File: src/hw/rtl/chm_pkg.sv
// Shared types and constants for the chained hash map engine.
// Used by every module of the block but chm_ram; depends on nothing.
`default_nettype none
package chm_pkg;

    localparam int MAX_BUCKETS  = 256;
    localparam int POOL_ENTRIES = 256;
    localparam int VALUE_BITS   = 32;
    localparam int KEY_W        = 32;
    localparam int BKT_AW       = $clog2(MAX_BUCKETS);
    localparam int POOL_AW      = $clog2(POOL_ENTRIES);
    localparam int LINK_W       = POOL_AW + 1;
    localparam int CNT_W        = LINK_W;
    localparam int NB_W         = 9;
    localparam int BIT_CNT_W    = $clog2(KEY_W);

    localparam logic [LINK_W-1:0] NIL_LINK  = LINK_W'(POOL_ENTRIES);
    localparam logic [KEY_W-1:0]  MIX_MULT  = 32'h045d9f3b;
    localparam int                MIX_SHIFT = 16;

    typedef enum logic [1:0] {
        OP_INSERT = 2'd0,
        OP_LOOKUP = 2'd1,
        OP_REMOVE = 2'd2,
        OP_CLEAR  = 2'd3
    } op_t;

    typedef enum logic [1:0] {
        ST_OK      = 2'd0,
        ST_MISSING = 2'd1,
        ST_FULL    = 2'd2
    } status_t;

    typedef enum logic [2:0] {
        F_IDLE, F_MUL1, F_MIX2, F_FIN, F_MOD, F_PUSH
    } front_state_t;

    typedef enum logic [3:0] {
        B_IDLE, B_HEAD, B_CHK, B_CMP, B_ACT, B_ALLOC_RD, B_ALLOC, B_FREE, B_DONE
    } back_state_t;

    // One classified command waiting for the back end.
    typedef struct packed {
        op_t                   op;
        logic [KEY_W-1:0]      key;
        logic [VALUE_BITS-1:0] value;
        logic [BKT_AW-1:0]     bucket;
    } cmd_t;

endpackage
`default_nettype wire

File: src/hw/rtl/chm_queue.sv
// Two-word command queue between the front end and the back end.
// Depends on chm_pkg for the command type.
`default_nettype none
module chm_queue (
    input  wire logic          clk,
    input  wire logic          rst_n,
    input  wire logic          push,
    input  wire chm_pkg::cmd_t push_data,
    output logic               full,
    input  wire logic          pop,
    output chm_pkg::cmd_t      pop_data,
    output logic               empty
);

    chm_pkg::cmd_t slot_reg [2];
    logic          wr_ptr_reg, wr_ptr_next;
    logic          rd_ptr_reg, rd_ptr_next;
    logic [1:0]    fill_reg, fill_next;

    assign full     = (fill_reg == 2'd2);
    assign empty    = (fill_reg == 2'd0);
    assign pop_data = slot_reg[rd_ptr_reg];

    always_comb
    begin
        wr_ptr_next = wr_ptr_reg ^ push;
        rd_ptr_next = rd_ptr_reg ^ pop;
        fill_next   = fill_reg + 2'(push) - 2'(pop);
    end

    always_ff @(posedge clk or negedge rst_n)
    begin
        if (!rst_n)
        begin
            wr_ptr_reg <= 1'b0;
            rd_ptr_reg <= 1'b0;
            fill_reg   <= 2'd0;
        end
        else
        begin
            wr_ptr_reg <= wr_ptr_next;
            rd_ptr_reg <= rd_ptr_next;
            fill_reg   <= fill_next;
        end
    end

    always_ff @(posedge clk)
    begin
        if (push)
        begin
            slot_reg[wr_ptr_reg] <= push_data;
        end
    end

endmodule
`default_nettype wire

File: config.mk
export PLATFORM = sky130hd
export DESIGN_NAME = chm_queue
export DESIGN_NICKNAME = d
export VERILOG_FILES = /design/src/hw/rtl/chm_pkg.sv /design/src/hw/rtl/chm_queue.sv
export SDC_FILE = /design/constraint.sdc
export NUM_CORES = 1
export LEC_CHECK = 0
export CORE_MARGIN = 3
export CORE_UTILIZATION = 40
export CTS_CLUSTER_SIZE = 8
export DETAILED_ROUTE_END_ITERATION = 10
export DONT_BUFFER_PORTS = 1
export PLACE_DENSITY = 0.62
export SYNTH_ARGS = -nofsm -noshare
export SYNTH_HDL_FRONTEND = slang
export SYNTH_SLANG_ARGS = --single-unit
File: constraint.sdc
create_clock -name clk -period 4.1 [get_ports clk]
set_clock_uncertainty 0.2 [all_clocks]
set_input_delay 0.41 -clock clk [delete_from_list [all_inputs] [get_ports clk]]
set_output_delay 0.41 -clock clk [all_outputs]
set_load 0.01 [all_outputs]
Yosys cells after proc, flatten, opt, wreduce, memory -nomap -nowiden. Memory sizes are Yosys's and may differ from the RTL's. Index checks and enable logic that the tools add are counted.

Shifts and indexed selects: 0. Reduce and logical (&&, ||, !) cells: 1. Eq/ne operators: 1. Order comparisons: 0. Bitwise gates (word level): 2. Divide/modulo/power cells: 0. Muxes and demuxes: 2. Add/sub/neg operators: 2. Multipliers: 0.

Operators with widths (count): adder 2 x 1 -> 2 bit (1); equality test 2 bit, second input constant (1); zero test 2 bit (1); 2-to-1 mux 1 bit (2); subtractor 2 x 1 -> 2 bit (1); XOR 1 bit (2).

Logic and storage cells: 12. Register bits: 4. Memories: 1. Bits of input ports: 78. Latch bits: 0. Memory bits (writable): 148. ROM bits: 0.

Memory list: slot_reg (words 2, width 74, read ports 1, clocked after memory_dff 0, write ports 1, RTL line chm_queue.sv:15) `chm_pkg::cmd_t slot_reg [2];`.

Depth between registers and ports, before layout.
Depth in word-level cells: 2. Mapped depth: 5. Mapped depth without buffers: 5.

Worst setup path before layout. No wires, ideal clock.

Path kind: input -> register. Start: in push. End: mem slot_reg[0][0] (netlist name) (enable). Slack: 1.270 ns. Required time: 3.459 ns. Arrival time: 2.190 ns. Library setup time: 0.441 ns. Cell stages on the path: 1. Path buffers: 0. Path through: ha_1.

Cells in the longest elaborated chain, start to end: 2.

RTL lines: start: declaration (RTL line chm_queue.sv:7) `input wire logic push,`; 2-to-1 mux 1 bit (RTL line chm_queue.sv:49) `if (push)`; 2-to-1 mux 1 bit (not written as such) (RTL line chm_queue.sv:51) `slot_reg[wr_ptr_reg] <= push_data;`; end: declaration (RTL line chm_queue.sv:15).

No other way between the ends.

==> summary.md <==
| Metric | Value |
|---|---|
| Initial antenna violation count | 0 |
| Syn_nets | 328 |
| # H-tree levels | 4 |
| CTS tree | done |
| Final Non-Filler Cells | roughly 530 |
| Mux contribution to synthesized area | 0.178 |
| Ys Warns | 0 |
| Avg Vias per Cell | 4.81 |
| Main combinational cell family by area after synthesis | multiplexers |
| Total gr overflow | 0 |
| Compound-Gate Fraction of Synth Area | 0 |
| Post-Synth Simple-Gate Area | 0.00174 |
| Routed WL | 9810 um |
| MaxCap Viol Count | 0 |
| Synthesized flop and latch total | between 150 and 200 |
| All-Layer GR Usage | 0.130 |
| WL/cell | 18.5 um |
| Dpl cells | 420 |
| Setup crit end kind | output port |
| # rows | 43 |
| Root buffer cell | clkbuf_16 |
| Drt pass-1 iters | 4 |
| Die Span Y | 126 um |
| CORE AREA | 0.0140 sq mm |
| Total clock sinks | 152 |
| VDD IR max | 0.343 mV |
| Fin Hold WS | 0.0733 ns |
| Largest net degree at the start of global routing | between 70 and 80 |
| Cell count after synthesis | 246 |
| Initial DRC count | between 100 and 150 |
| Status | finished clean |
| Cell Area, Synth | about 0.0058 sq mm |
| IO buf count | 0 |
| Worst skew pair latency | between 0.4 and 0.5 ns |
| Initial core utilization | 0.411 |
| Post-DRT Antenna Nets | 0 |
| Via count | 2545 |
| Antenna diode count | 0 |
| WS Path Type | reg2out |
| Clock buffer count from CTS | 17 |
| Reg2reg setup slack | 2.13 ns |
| Rel. slew slack | 0.291 |
| Worst-path fanout max | a little over 40 |
| Synth Area in XOR/XNOR | 0.00566 |
| Crit path DAT | approximately 2.1 ns |
| First-pass GRT wire length | 15400 um |
| Layout area overhead | 27.3% |
| Worst min-delay path class | in2async |
| Die ar. | 0.0159 sq mm |
| Fraction of layout cells with a size suffix above 1 | 0.309 |
| Overall Power | 0.00500 W |
| Leak | 2.63 nW |
| Die W | 126 um |
| Fin crit period | 2.75 ns |
| Pins over their slew limit | 0 |
| PwrDens | 683 mW/mm^2 |
| Register area share after synthesis | 0.790 |
| Fmax | 363 MHz |
| Fin Setup TNS | 0 ns |
| Vias in the first global route | 2897 |
| Max reg flops | 148 |
| Synth unique cells | 12 |
| # IOs | 154 |
| Synth Area per Inst | ~23 sq um |
| Tcrit/Tclk final | 0.672 |
| RePlAce Congestion | 0.659 |
| Critical R2R Capture | slot_reg[0][44] |
| Reg-to-Reg Start | wr_ptr_reg |
| RSZ-0062 raised after global routing | no |
| NumNets Final | 418 |
| CP startpoint kind | register |
| Critical Path RT | between 3 and 4 ns |
| Clk slew on worst S/H paths | about 0.06 ns |
| Reg2Reg Depth | 2 |
| DRC errors left | 0 |
| Synth Area in Adders | 0.00870 |
| Final setup fails | 0 |
| Worst slew pin tran | 1.06 ns |
| Hold Vio Cnt, Final | 0 |
| Clock Path Buffers | 2 |
metrics by stage:
step | instance area, sq um | util | worst slack [ns]
final | 7320 | 0.524 | 1.35
after global placement | 5940 | 0.425 | 1.75
after CTS | 7320 | 0.524 | 1.27
after detailed placement | 5940 | 0.425 | 1.74
after global routing | 7320 | 0.524 | 1.21
after floorplan | 5750 | - | 1.27
worst max-delay path: stages, from the launching register on:
cell,delay (ns)
dfrtp_4,0.89
buf_4,0.45
mux2_4,0.36
layer usage:
metal  vias to the layer above  GRT usage  part of all wire
met5                         -          0                 0
met4                         0     0.0625             0.018
met3                        12     0.0556             0.080
met2                       110      0.219              0.51
met1                      1266      0.141              0.39
li1                       1157          -                 -
report_power, final:
group          internal, W  leakage [nW]  switching (W)
Clock              0.00101         0.287       0.000564
Sequential         0.00207          1.43       0.000182
Combinational     0.000586         0.912       0.000588
Total              0.00367          2.63        0.00133
how the worst max path moves through the flow:
stage	startpoint	endpoint	slack (ns)	cells past startpoint
2_1_floorplan	push	slot_reg[0][0]	1.27	1
3_3_place_gp	rd_ptr_reg	pop_data[19]	1.75	2
3_5_place_dp	rd_ptr_reg	pop_data[19]	1.74	2
4_1_cts	rd_ptr_reg	pop_data[19]	1.27	2
5_1_grt	rd_ptr_reg	pop_data[19]	1.21	2
6_report	rd_ptr_reg	pop_data[19]	1.35	2
synth_stat cells:
cell | instances | area (sq um)
mux2_2 | 24 | 270
xor3_1 | 1 | 23.8
buf_2 | 2 | 10.0
nor2b_1 | 1 | 6.26
xor2_1 | 1 | 8.76
mux2_4 | 50 | 751
nor2_1 | 1 | 3.75
edfxtp_1 | 148 | 4440
dfrtp_1 | 4 | 100
ha_1 | 4 | 50.1
buf_6 | 6 | 67.6
inv_1 | 4 | 15.0
cell usage in the layout (no fill, tap or decap):
cell type / instances
clkbuf_1: 1
dfrtp_1: 3
nor2b_1: 1
buf_4: 2
clkinv_4: 1
inv_1: 4
ha_4: 2
xor3_1: 1
bufinv_16: 4
xor2_1: 1
mux2_2: 24
dfrtp_4: 1
clkinvlp_4: 4
mux2_4: 50
dlygate4sd3_1: 77
clkinv_1: 2
nor2_1: 1
ha_1: 2
edfxtp_1: 148
clkinv_2: 3
clkbuf_16: 17
final cells by class:
type                            count  area [sq um]
Clock buffer                       18           429
Clock inverter                     14           181
Fill cell                        1137          6670
Inverter                            4          15.0
Multi-Input combinational cell     82          1140
Sequential cell                   152          4550
Tap cell                          180           225
Timing Repair Buffer               79           786
what timing repair did:
action                    4_1_cts  5_1_grt
hold endpoints to repair      155        0
hold buffers                   77        0
gates resized for setup         0        0
buffers inserted                0        0
cell families after synthesis:
family                   after synthesis
flip-flops                           152
multiplexers                          74
buffers and inverters                 12
adder cells (fa/ha/maj)                4
XOR/XNOR                               2
AND/OR/NAND/NOR                        2
Power figures use the tool's default switching activity.
