### src/hw/rtl/chm_pkg.sv
// Shared types and constants for the chained hash map engine.
// Used by every module of the block but chm_ram; depends on nothing.
`default_nettype none
package chm_pkg;

    localparam int MAX_BUCKETS  = 256;
    localparam int POOL_ENTRIES = 256;
    localparam int VALUE_BITS   = 32;
    localparam int KEY_W        = 32;
    localparam int BKT_AW       = $clog2(MAX_BUCKETS);
    localparam int POOL_AW      = $clog2(POOL_ENTRIES);
    localparam int LINK_W       = POOL_AW + 1;
    localparam int CNT_W        = LINK_W;
    localparam int NB_W         = 9;
    localparam int BIT_CNT_W    = $clog2(KEY_W);

    localparam logic [LINK_W-1:0] NIL_LINK  = LINK_W'(POOL_ENTRIES);
    localparam logic [KEY_W-1:0]  MIX_MULT  = 32'h045d9f3b;
    localparam int                MIX_SHIFT = 16;

    typedef enum logic [1:0] {
        OP_INSERT = 2'd0,
        OP_LOOKUP = 2'd1,
        OP_REMOVE = 2'd2,
        OP_CLEAR  = 2'd3
    } op_t;

    typedef enum logic [1:0] {
        ST_OK      = 2'd0,
        ST_MISSING = 2'd1,
        ST_FULL    = 2'd2
    } status_t;

    typedef enum logic [2:0] {
        F_IDLE, F_MUL1, F_MIX2, F_FIN, F_MOD, F_PUSH
    } front_state_t;

    typedef enum logic [3:0] {
        B_IDLE, B_HEAD, B_CHK, B_CMP, B_ACT, B_ALLOC_RD, B_ALLOC, B_FREE, B_DONE
    } back_state_t;

    // One classified command waiting for the back end.
    typedef struct packed {
        op_t                   op;
        logic [KEY_W-1:0]      key;
        logic [VALUE_BITS-1:0] value;
        logic [BKT_AW-1:0]     bucket;
    } cmd_t;

endpackage
`default_nettype wire

### src/hw/rtl/chm_front.sv
// Front end: accepts command words, mixes the key and reduces it to a bucket.
// Depends on chm_pkg; feeds chm_queue.
`default_nettype none
module chm_front (
    input  wire logic                            clk,
    input  wire logic                            rst_n,
    input  wire logic                            in_valid,
    output logic                                 in_ready,
    input  wire logic [1:0]                      in_op,
    input  wire logic [chm_pkg::KEY_W-1:0]       in_key,
    input  wire logic [chm_pkg::VALUE_BITS-1:0]  in_value,
    input  wire logic [chm_pkg::NB_W-1:0]        nb,
    output logic                                 q_push,
    output chm_pkg::cmd_t                        q_data,
    input  wire logic                            q_full
);

    chm_pkg::front_state_t state_reg, state_next;

    chm_pkg::op_t                      op_reg, op_next;
    logic [chm_pkg::KEY_W-1:0]         key_reg, key_next;
    logic [chm_pkg::VALUE_BITS-1:0]    val_reg, val_next;
    logic [chm_pkg::KEY_W-1:0]         x_reg, x_next;
    logic [chm_pkg::BKT_AW-1:0]        rem_reg, rem_next;
    logic [chm_pkg::BIT_CNT_W-1:0]     cnt_reg, cnt_next;
    logic [chm_pkg::BKT_AW:0]          trial;
    logic [chm_pkg::KEY_W-1:0]         x_fold;

    assign x_fold = x_reg ^ (x_reg >> chm_pkg::MIX_SHIFT);
    assign trial  = {rem_reg, x_reg[chm_pkg::KEY_W-1]};

    always_comb
    begin
        state_next = state_reg;
        unique case (state_reg)
            chm_pkg::F_IDLE:
            begin
                if (in_valid)
                begin
                    state_next = (chm_pkg::op_t'(in_op) == chm_pkg::OP_CLEAR) ?
                                 chm_pkg::F_PUSH : chm_pkg::F_MUL1;
                end
            end
            chm_pkg::F_MUL1: state_next = chm_pkg::F_MIX2;
            chm_pkg::F_MIX2: state_next = chm_pkg::F_FIN;
            chm_pkg::F_FIN:  state_next = chm_pkg::F_MOD;
            chm_pkg::F_MOD:
            begin
                if (cnt_reg == chm_pkg::BIT_CNT_W'(chm_pkg::KEY_W - 1))
                begin
                    state_next = chm_pkg::F_PUSH;
                end
            end
            chm_pkg::F_PUSH:
            begin
                if (!q_full)
                begin
                    state_next = chm_pkg::F_IDLE;
                end
            end
            default: state_next = chm_pkg::F_IDLE;
        endcase
    end

    always_comb
    begin
        in_ready      = (state_reg == chm_pkg::F_IDLE);
        q_push        = (state_reg == chm_pkg::F_PUSH) && !q_full;
        q_data.op     = op_reg;
        q_data.key    = key_reg;
        q_data.value  = val_reg;
        q_data.bucket = rem_reg;
    end

    // Datapath: two mix rounds, a final fold, then a one-bit-a-cycle remainder.
    always_comb
    begin
        op_next  = op_reg;
        key_next = key_reg;
        val_next = val_reg;
        x_next   = x_reg;
        rem_next = rem_reg;
        cnt_next = cnt_reg;
        unique case (state_reg)
            chm_pkg::F_IDLE:
            begin
                op_next  = chm_pkg::op_t'(in_op);
                key_next = in_key;
                val_next = in_value;
                x_next   = in_key ^ (in_key >> chm_pkg::MIX_SHIFT);
            end
            chm_pkg::F_MUL1: x_next = x_reg * chm_pkg::MIX_MULT;
            chm_pkg::F_MIX2: x_next = x_fold * chm_pkg::MIX_MULT;
            chm_pkg::F_FIN:
            begin
                x_next   = x_fold;
                rem_next = '0;
                cnt_next = '0;
            end
            chm_pkg::F_MOD:
            begin
                x_next   = {x_reg[chm_pkg::KEY_W-2:0], 1'b0};
                cnt_next = cnt_reg + 1'b1;
                if ({1'b0, trial} >= {{(chm_pkg::BKT_AW + 1 - chm_pkg::NB_W + 1){1'b0}},
                                      nb})
                begin
                    rem_next = chm_pkg::BKT_AW'(trial - (chm_pkg::BKT_AW + 1)'(nb));
                end
                else
                begin
                    rem_next = trial[chm_pkg::BKT_AW-1:0];
                end
            end
            default:
            begin
            end
        endcase
    end

    always_ff @(posedge clk or negedge rst_n)
    begin
        if (!rst_n)
        begin
            state_reg <= chm_pkg::F_IDLE;
        end
        else
        begin
            state_reg <= state_next;
        end
    end

    always_ff @(posedge clk)
    begin
        op_reg  <= op_next;
        key_reg <= key_next;
        val_reg <= val_next;
        x_reg   <= x_next;
        rem_reg <= rem_next;
        cnt_reg <= cnt_next;
    end

endmodule
`default_nettype wire

### config.mk
export PLATFORM = sky130hd
export DESIGN_NAME = chm_front
export DESIGN_NICKNAME = d
export VERILOG_FILES = /design/src/hw/rtl/chm_pkg.sv /design/src/hw/rtl/chm_front.sv
export SDC_FILE = /design/constraint.sdc
export NUM_CORES = 1
export LEC_CHECK = 0
export BUFFER_PORTS_ARGS = -buffer_cell sky130_fd_sc_hd__buf_2
export CAP_MARGIN = 40
export CORE_ASPECT_RATIO = 0.9
export CORE_MARGIN = 4
export CORE_UTILIZATION = 30
export CTS_BUF_LIST = sky130_fd_sc_hd__clkbuf_4
export DETAILED_ROUTE_END_ITERATION = 7
export PLACE_DENSITY = 0.41
export REMOVE_ABC_BUFFERS = 1
export SYNTH_ARGS = -nofsm -noshare
export SYNTH_HDL_FRONTEND = slang
export SYNTH_SLANG_ARGS = --single-unit
### constraint.sdc
create_clock -name clk -period 10 [get_ports clk]
set_input_delay 2 -clock clk [delete_from_list [all_inputs] [get_ports clk]]
set_output_delay 2 -clock clk [all_outputs]
set_load 0.02 [all_outputs]
Word level (Yosys, flattened, before mapping)
Cells that the tools add are included.

Register bits after elaboration: 114. Bits of input ports: 79. Output and inout bits: 76. Logic and storage cells: 39.

$add $sub $neg: 2. $mul: 2. Magnitude comparators: 1. Equality and inequality tests: 10. Muxes and demuxes: 9. Bitwise operators: 2. Reduce and logical (&&, ||, !) cells: 6.

Operators by type and width (number): one-hot mux 32 bit (5 select lines) (1); multiplier 32 x 27 -> 32 bit, second input constant (2); bitwise XOR 32 x 16 -> 32 bit (2); one-hot mux 3 bit (6 select lines) (1); one-hot mux 8 bit (2 select lines) (1); two-way mux 3 bit (4); one-hot mux 5 bit (2 select lines) (1); >= comparator 9 bit (1); two-way mux 8 bit (1); subtractor 8 bit (1); equality test 3 x 2 -> 1 bit, second input constant (2); equality test 3 bit, second input constant (2); inequality test 2 bit, second input constant (3); adder 5 x 1 -> 5 bit, second input constant (1); equality test 5 bit, second input constant (1); nonzero test 5 bit (1); equality test 3 x 1 -> 1 bit, second input constant (1); zero test 3 bit (1); AND reduction 3 bit (1); equality test 2 bit, second input constant (1); nonzero test 2 bit (1); logical AND 1 bit (1); zero test 1 bit (1).

Depth between registers and ports, before layout
Word-level depth: 4. Gate-level depth with buffers: 27. Depth with buffers taken out: 26.

Least setup slack after synthesis
No wires, ideal clock.

Kind: flip-flop to flip-flop. Start: register x_reg[0] in the netlist's numbering. End: register x_reg[27] in the netlist's numbering (data pin). Data arrival time: 6545 ps. Required time: 9729 ps. Path slack: 3184 ps. Stages on the path, launching flop included: 26. Path buffers: 0. Clock period less this slack: 6816 ps. Cells stage by stage: edfxtp_1 -> xnor2_1 -> inv_1 -> ha_1 -> ha_1 -> or2_2 -> ha_1 -> inv_1 -> fa_1 -> inv_1 -> ha_1 -> fa_1 -> inv_1 -> fa_1 -> fa_1 -> inv_1 -> ha_1 -> a21o_1 -> a2111oi_0 -> a21boi_1 -> nor2_1 -> a21o_1 -> a21boi_1 -> a21oi_1 -> xnor2_1 -> o211ai_1.

Longest elaborated chain between the ends: 3. Elaborated cells between the ends (all ways): 4. Those cells by class: mul: 2; mux: 1; bitwise: 1.

RTL lines: start, declared (RTL line chm_front.sv:23) `logic [chm_pkg::KEY_W-1:0] x_reg, x_next;`; start signal, assigned (RTL line chm_front.sv:137) `x_reg <= x_next;`; bitwise XOR 32 x 16 -> 32 bit (RTL line chm_front.sv:29) `assign x_fold = x_reg ^ (x_reg >> chm_pkg::MIX_SHIFT);`; multiplier 32 x 27 -> 32 bit (RTL line chm_front.sv:93) `chm_pkg::F_MIX2: x_next = x_fold * chm_pkg::MIX_MULT;`; one-hot mux 32 bit (5 select lines) (*) (RTL line chm_front.sv:84) `unique case (state_reg)`; via x_next, one bit (RTL line chm_front.sv:23).

Mark *: on every way through the listed nets, which the timed path passes. The rest lies on a longest branch. A chain may end at the register's enable or synchronous reset.

Worst setup path after layout
Start: register x_reg[16] in the netlist's numbering. End: register x_reg[27] in the netlist's numbering (data pin).

Same word-level chain as after synthesis.

==> run summary <==
For the pin with the worst max-slew slack, the measured transition is 0.911 ns. The area enclosed by the die boundary was 0.0808 mm²; the initial cell density of the core was 30.5%. The tools report the initial antenna violation count as 3. The first global-routing pass estimated 121000 µm of wire.

The H-tree was split into 4 levels. Between clock sinks in the finished design, the worst skew comes to 0.0146 ns. The setup TNS was 0 ns; the total of fill cells in the finished design was 7954.

In this run the tool buffered the top-level ports with 154 buffer cells. Required time at the worst-slack endpoint: 10.30 ns. The count of different cell masters after synthesis was 77.

The logs give 1128 for the violation count after the first detailed-routing iteration and 8.48 ns for the data arrival time at the worst-slack endpoint. The cell count after synthesis came out at 2329. For the post-CTS setup-driven buffer insertion count, the log shows 0. The tree is rooted in a sky130_fd_sc_hd__clkbuf_4. Entering global routing, the biggest net connects 70 pins. Setup repair after global routing left no endpoint under its margin. The hold violation count in the final report came out at 0. The tools report the number of ports placed on the die boundary as 155. TritonCTS built the clock tree. The number of max-slew violations in the final report was 0.

Once layout is complete, the utilization of the core stands at 33.9%. The floorplan has 95 rows. In the final routed layout, each cell accounts on average for 22.8 µm.

The total number of vias was 16.3k. The startpoint identified for the worst register-to-register timing path is x_reg[16]. The time the final worst path needs with I/O delays and setup was 8.17 ns; the placement-stage worst setup slack was 1.96 ns.

The clock net in this run drives a total of 114 sinks. The tools report the total CTS buffers as 17. Of the synthesized area, sequential elements account for 14.9%. Summed over all layers, the global routing overflow is 0.

The final wirelength is 80800 µm. The region available for standard cell placement spans 0.0751 mm². The register bit total from synthesis is 114, and the largest driver fanout on the critical path is 10. The share of the clock period used by the worst path after layout is 81.7%, and the share of cells above drive strength 1 is 9.95%.

Gates resized during post-CTS repair numbered 0. The later pin in the worst-skew pair is clocked with a latency of 0.56 ns. Together, buffers and inverters on the worst path number 5. Number of global-route vias before repair: 18.1k.

The worst setup path is of the flop to flop kind. Yosys mapped a number of flops with a built-in enable equal to 111. The tools report the final HPWL from detailed placement as 70700 µm.

For this run, design rule violations remaining after detail routing come to 0. The logs give 122 MHz for the maximum achievable frequency and 20.3% for the global-route usage over all layers. The combined area of all synthesized cells came out at 0.0229 mm². Hold repair after CTS inserted 0 buffers. The die is 299 µm wide. Measured against its own limit, the worst slew margin works out to 39.3%.

The kind of path behind the tightest hold check is flop to flop. The critical path starts at x_reg[16]. The die is 270 µm tall. Max-cap violations in this run came to 0. The launching element type of the critical path was a flop.

The number of endpoints failing setup at the final stage came out at 0. Each instance of the synthesized netlist takes up on average 9.83 µm². The final net count is 3302, and the routed via count divided by cell count is 4.62. For this run, the detailed router's first-pass iteration total came to 5. In this run the remaining antenna-violating nets after routing total 0. The run finished with clean final reports.

In this design, the stage delay of the slowest critical-path cell is 0.77 ns. The maximum clock insertion buffer count is 2. The cell family contributing the most delay on the critical path is adder cells.

The number of warning messages in the yosys log was 0. The worst hold path startpoint was state_reg[2]. Compared with the post-synthesis result, the final layout area differs by 11.1%. The final worst setup slack is 1.83 ns, and the clock slew at the register clock pins of the worst setup and hold paths is 0.13 ns. The fraction of synthesis flops using an asynchronous set or reset pin came out at 2.63%. The most used flip-flop cell after synthesis is sky130_fd_sc_hd__edfxtp_1. The worst setup path is captured at a flop. The critical path's slowest cell was sky130_fd_sc_hd__a2111oi_0. The congestion estimate from routability-driven global placement came to 0.923.

The worst-case hold slack is 0.596 ns.
cell families (layout without fill, tap and decap cells):
family,Yosys count,after routing,share of synthesized area [%]
buffers and inverters,817,1010,13.4
adders and majority gates,714,714,52.0
AOI/OAI and AO/OA,279,279,8.01
and+or+nand+nor,235,235,4.80
xor gates and xnor gates,154,154,5.99
DFF,114,114,14.9
muxes,16,16,0.918
other,0,1,0
worst paths after layout:
check                           cells past startpoint           end  slack, ns
worst max-delay path                               25     x_reg[27]       1.83
worst min-delay path                                1  state_reg[0]       0.60
worst max register to register                     25     x_reg[27]       1.83
worst min register to register                      1  state_reg[0]       0.60
max in group asynchronous                           1  state_reg[2]       8.67
min in group asynchronous                           1  state_reg[0]       1.21
worst register-to-register path, delay by kind of cell, from the launching register on:
family | cells | cell delay (ns)
fa+ha+maj | 9 | 3.52
compound gates | 7 | 1.90
xor+xnor | 2 | 0.80
buf+inv | 5 | 0.58
flops | 1 | 0.68
simple gates | 2 | 0.41
layer usage:
| layer | track usage, % | routed length, µm |
|---|---|---|
| met1 | 28.3 | 36900 |
| met2 | 34.4 | 38800 |
| met3 | 3.00 | 4000 |
| met4 | 2.83 | 1140 |
| met5 | 0 | 0 |
per-stage QoR:
stage	instance area [µm²]	cells
detailed placement	25200	3508
finish	25500	3541
global route	25500	3541
floorplan	22800	2300
global placement	25100	3503
CTS	25500	3540
cells in the final DEF (no fill, tap or decap), types with 5 or more instances in the layout:
cell type	count
sky130_fd_sc_hd__nor2_1	65
sky130_fd_sc_hd__o221ai_1	7
sky130_fd_sc_hd__nand3b_1	5
sky130_fd_sc_hd__mux2i_1	12
sky130_fd_sc_hd__o21a_1	5
sky130_fd_sc_hd__edfxtp_1	111
sky130_fd_sc_hd__nand2b_1	12
sky130_fd_sc_hd__nor2b_1	9
sky130_fd_sc_hd__buf_2	154
sky130_fd_sc_hd__a211o_1	6
sky130_fd_sc_hd__fa_1	396
sky130_fd_sc_hd__ha_1	318
sky130_fd_sc_hd__a22oi_1	6
sky130_fd_sc_hd__xnor2_1	99
sky130_fd_sc_hd__nor3_1	17
sky130_fd_sc_hd__buf_4	31
sky130_fd_sc_hd__a21oi_1	86
sky130_fd_sc_hd__xor2_1	51
sky130_fd_sc_hd__nand3_1	14
sky130_fd_sc_hd__inv_6	5
sky130_fd_sc_hd__inv_1	786
sky130_fd_sc_hd__a31oi_1	11
sky130_fd_sc_hd__clkbuf_4	17
sky130_fd_sc_hd__and3_1	6
sky130_fd_sc_hd__o21ai_0	48
sky130_fd_sc_hd__a21o_1	29
sky130_fd_sc_hd__o211ai_1	7
sky130_fd_sc_hd__o22ai_1	9
sky130_fd_sc_hd__a211oi_1	7
sky130_fd_sc_hd__o21bai_1	7
sky130_fd_sc_hd__nand2_1	78
sky130_fd_sc_hd__nand4_1	5
sky130_fd_sc_hd__or2_2	5
cell type report:
class                   instances  area, µm²  share of cell area, %
clock buffers                  17        128                  0.501
diodes                          1       2.50                0.00983
clock inverters                15        149                  0.585
flip-flops and latches        114       3410                   13.4
multi-input cells            1398      16400                   64.6
repair buffers                190       1100                   4.32
inverters                     788       2960                   11.6
well taps                    1018       1270                   5.00
Yosys cell counts (all sizes together) (8+ instances only):
cell type / n / area, µm²
buf: 8 / 37.5
nor2b: 9 / 56.3
a31oi: 12 / 90.1
fa: 396 / 7930
o21ai: 50 / 254
a21oi: 88 / 448
xor2: 54 / 488
nand3: 15 / 80.1
nor3: 17 / 85.1
o211ai: 9 / 77.6
o22ai: 9 / 56.3
nand2b: 12 / 75.1
a21o: 30 / 226
mux2i: 12 / 120
inv: 787 / 2950
clkbuf: 21 / 80.1
edfxtp: 111 / 3330
ha: 318 / 3980
nand2: 78 / 293
nor2: 67 / 251
xnor2: 100 / 883
Power is left out: the tool's default activity adds up to more than one toggle a clock period on the data nets, which glitch-free logic cannot reach.
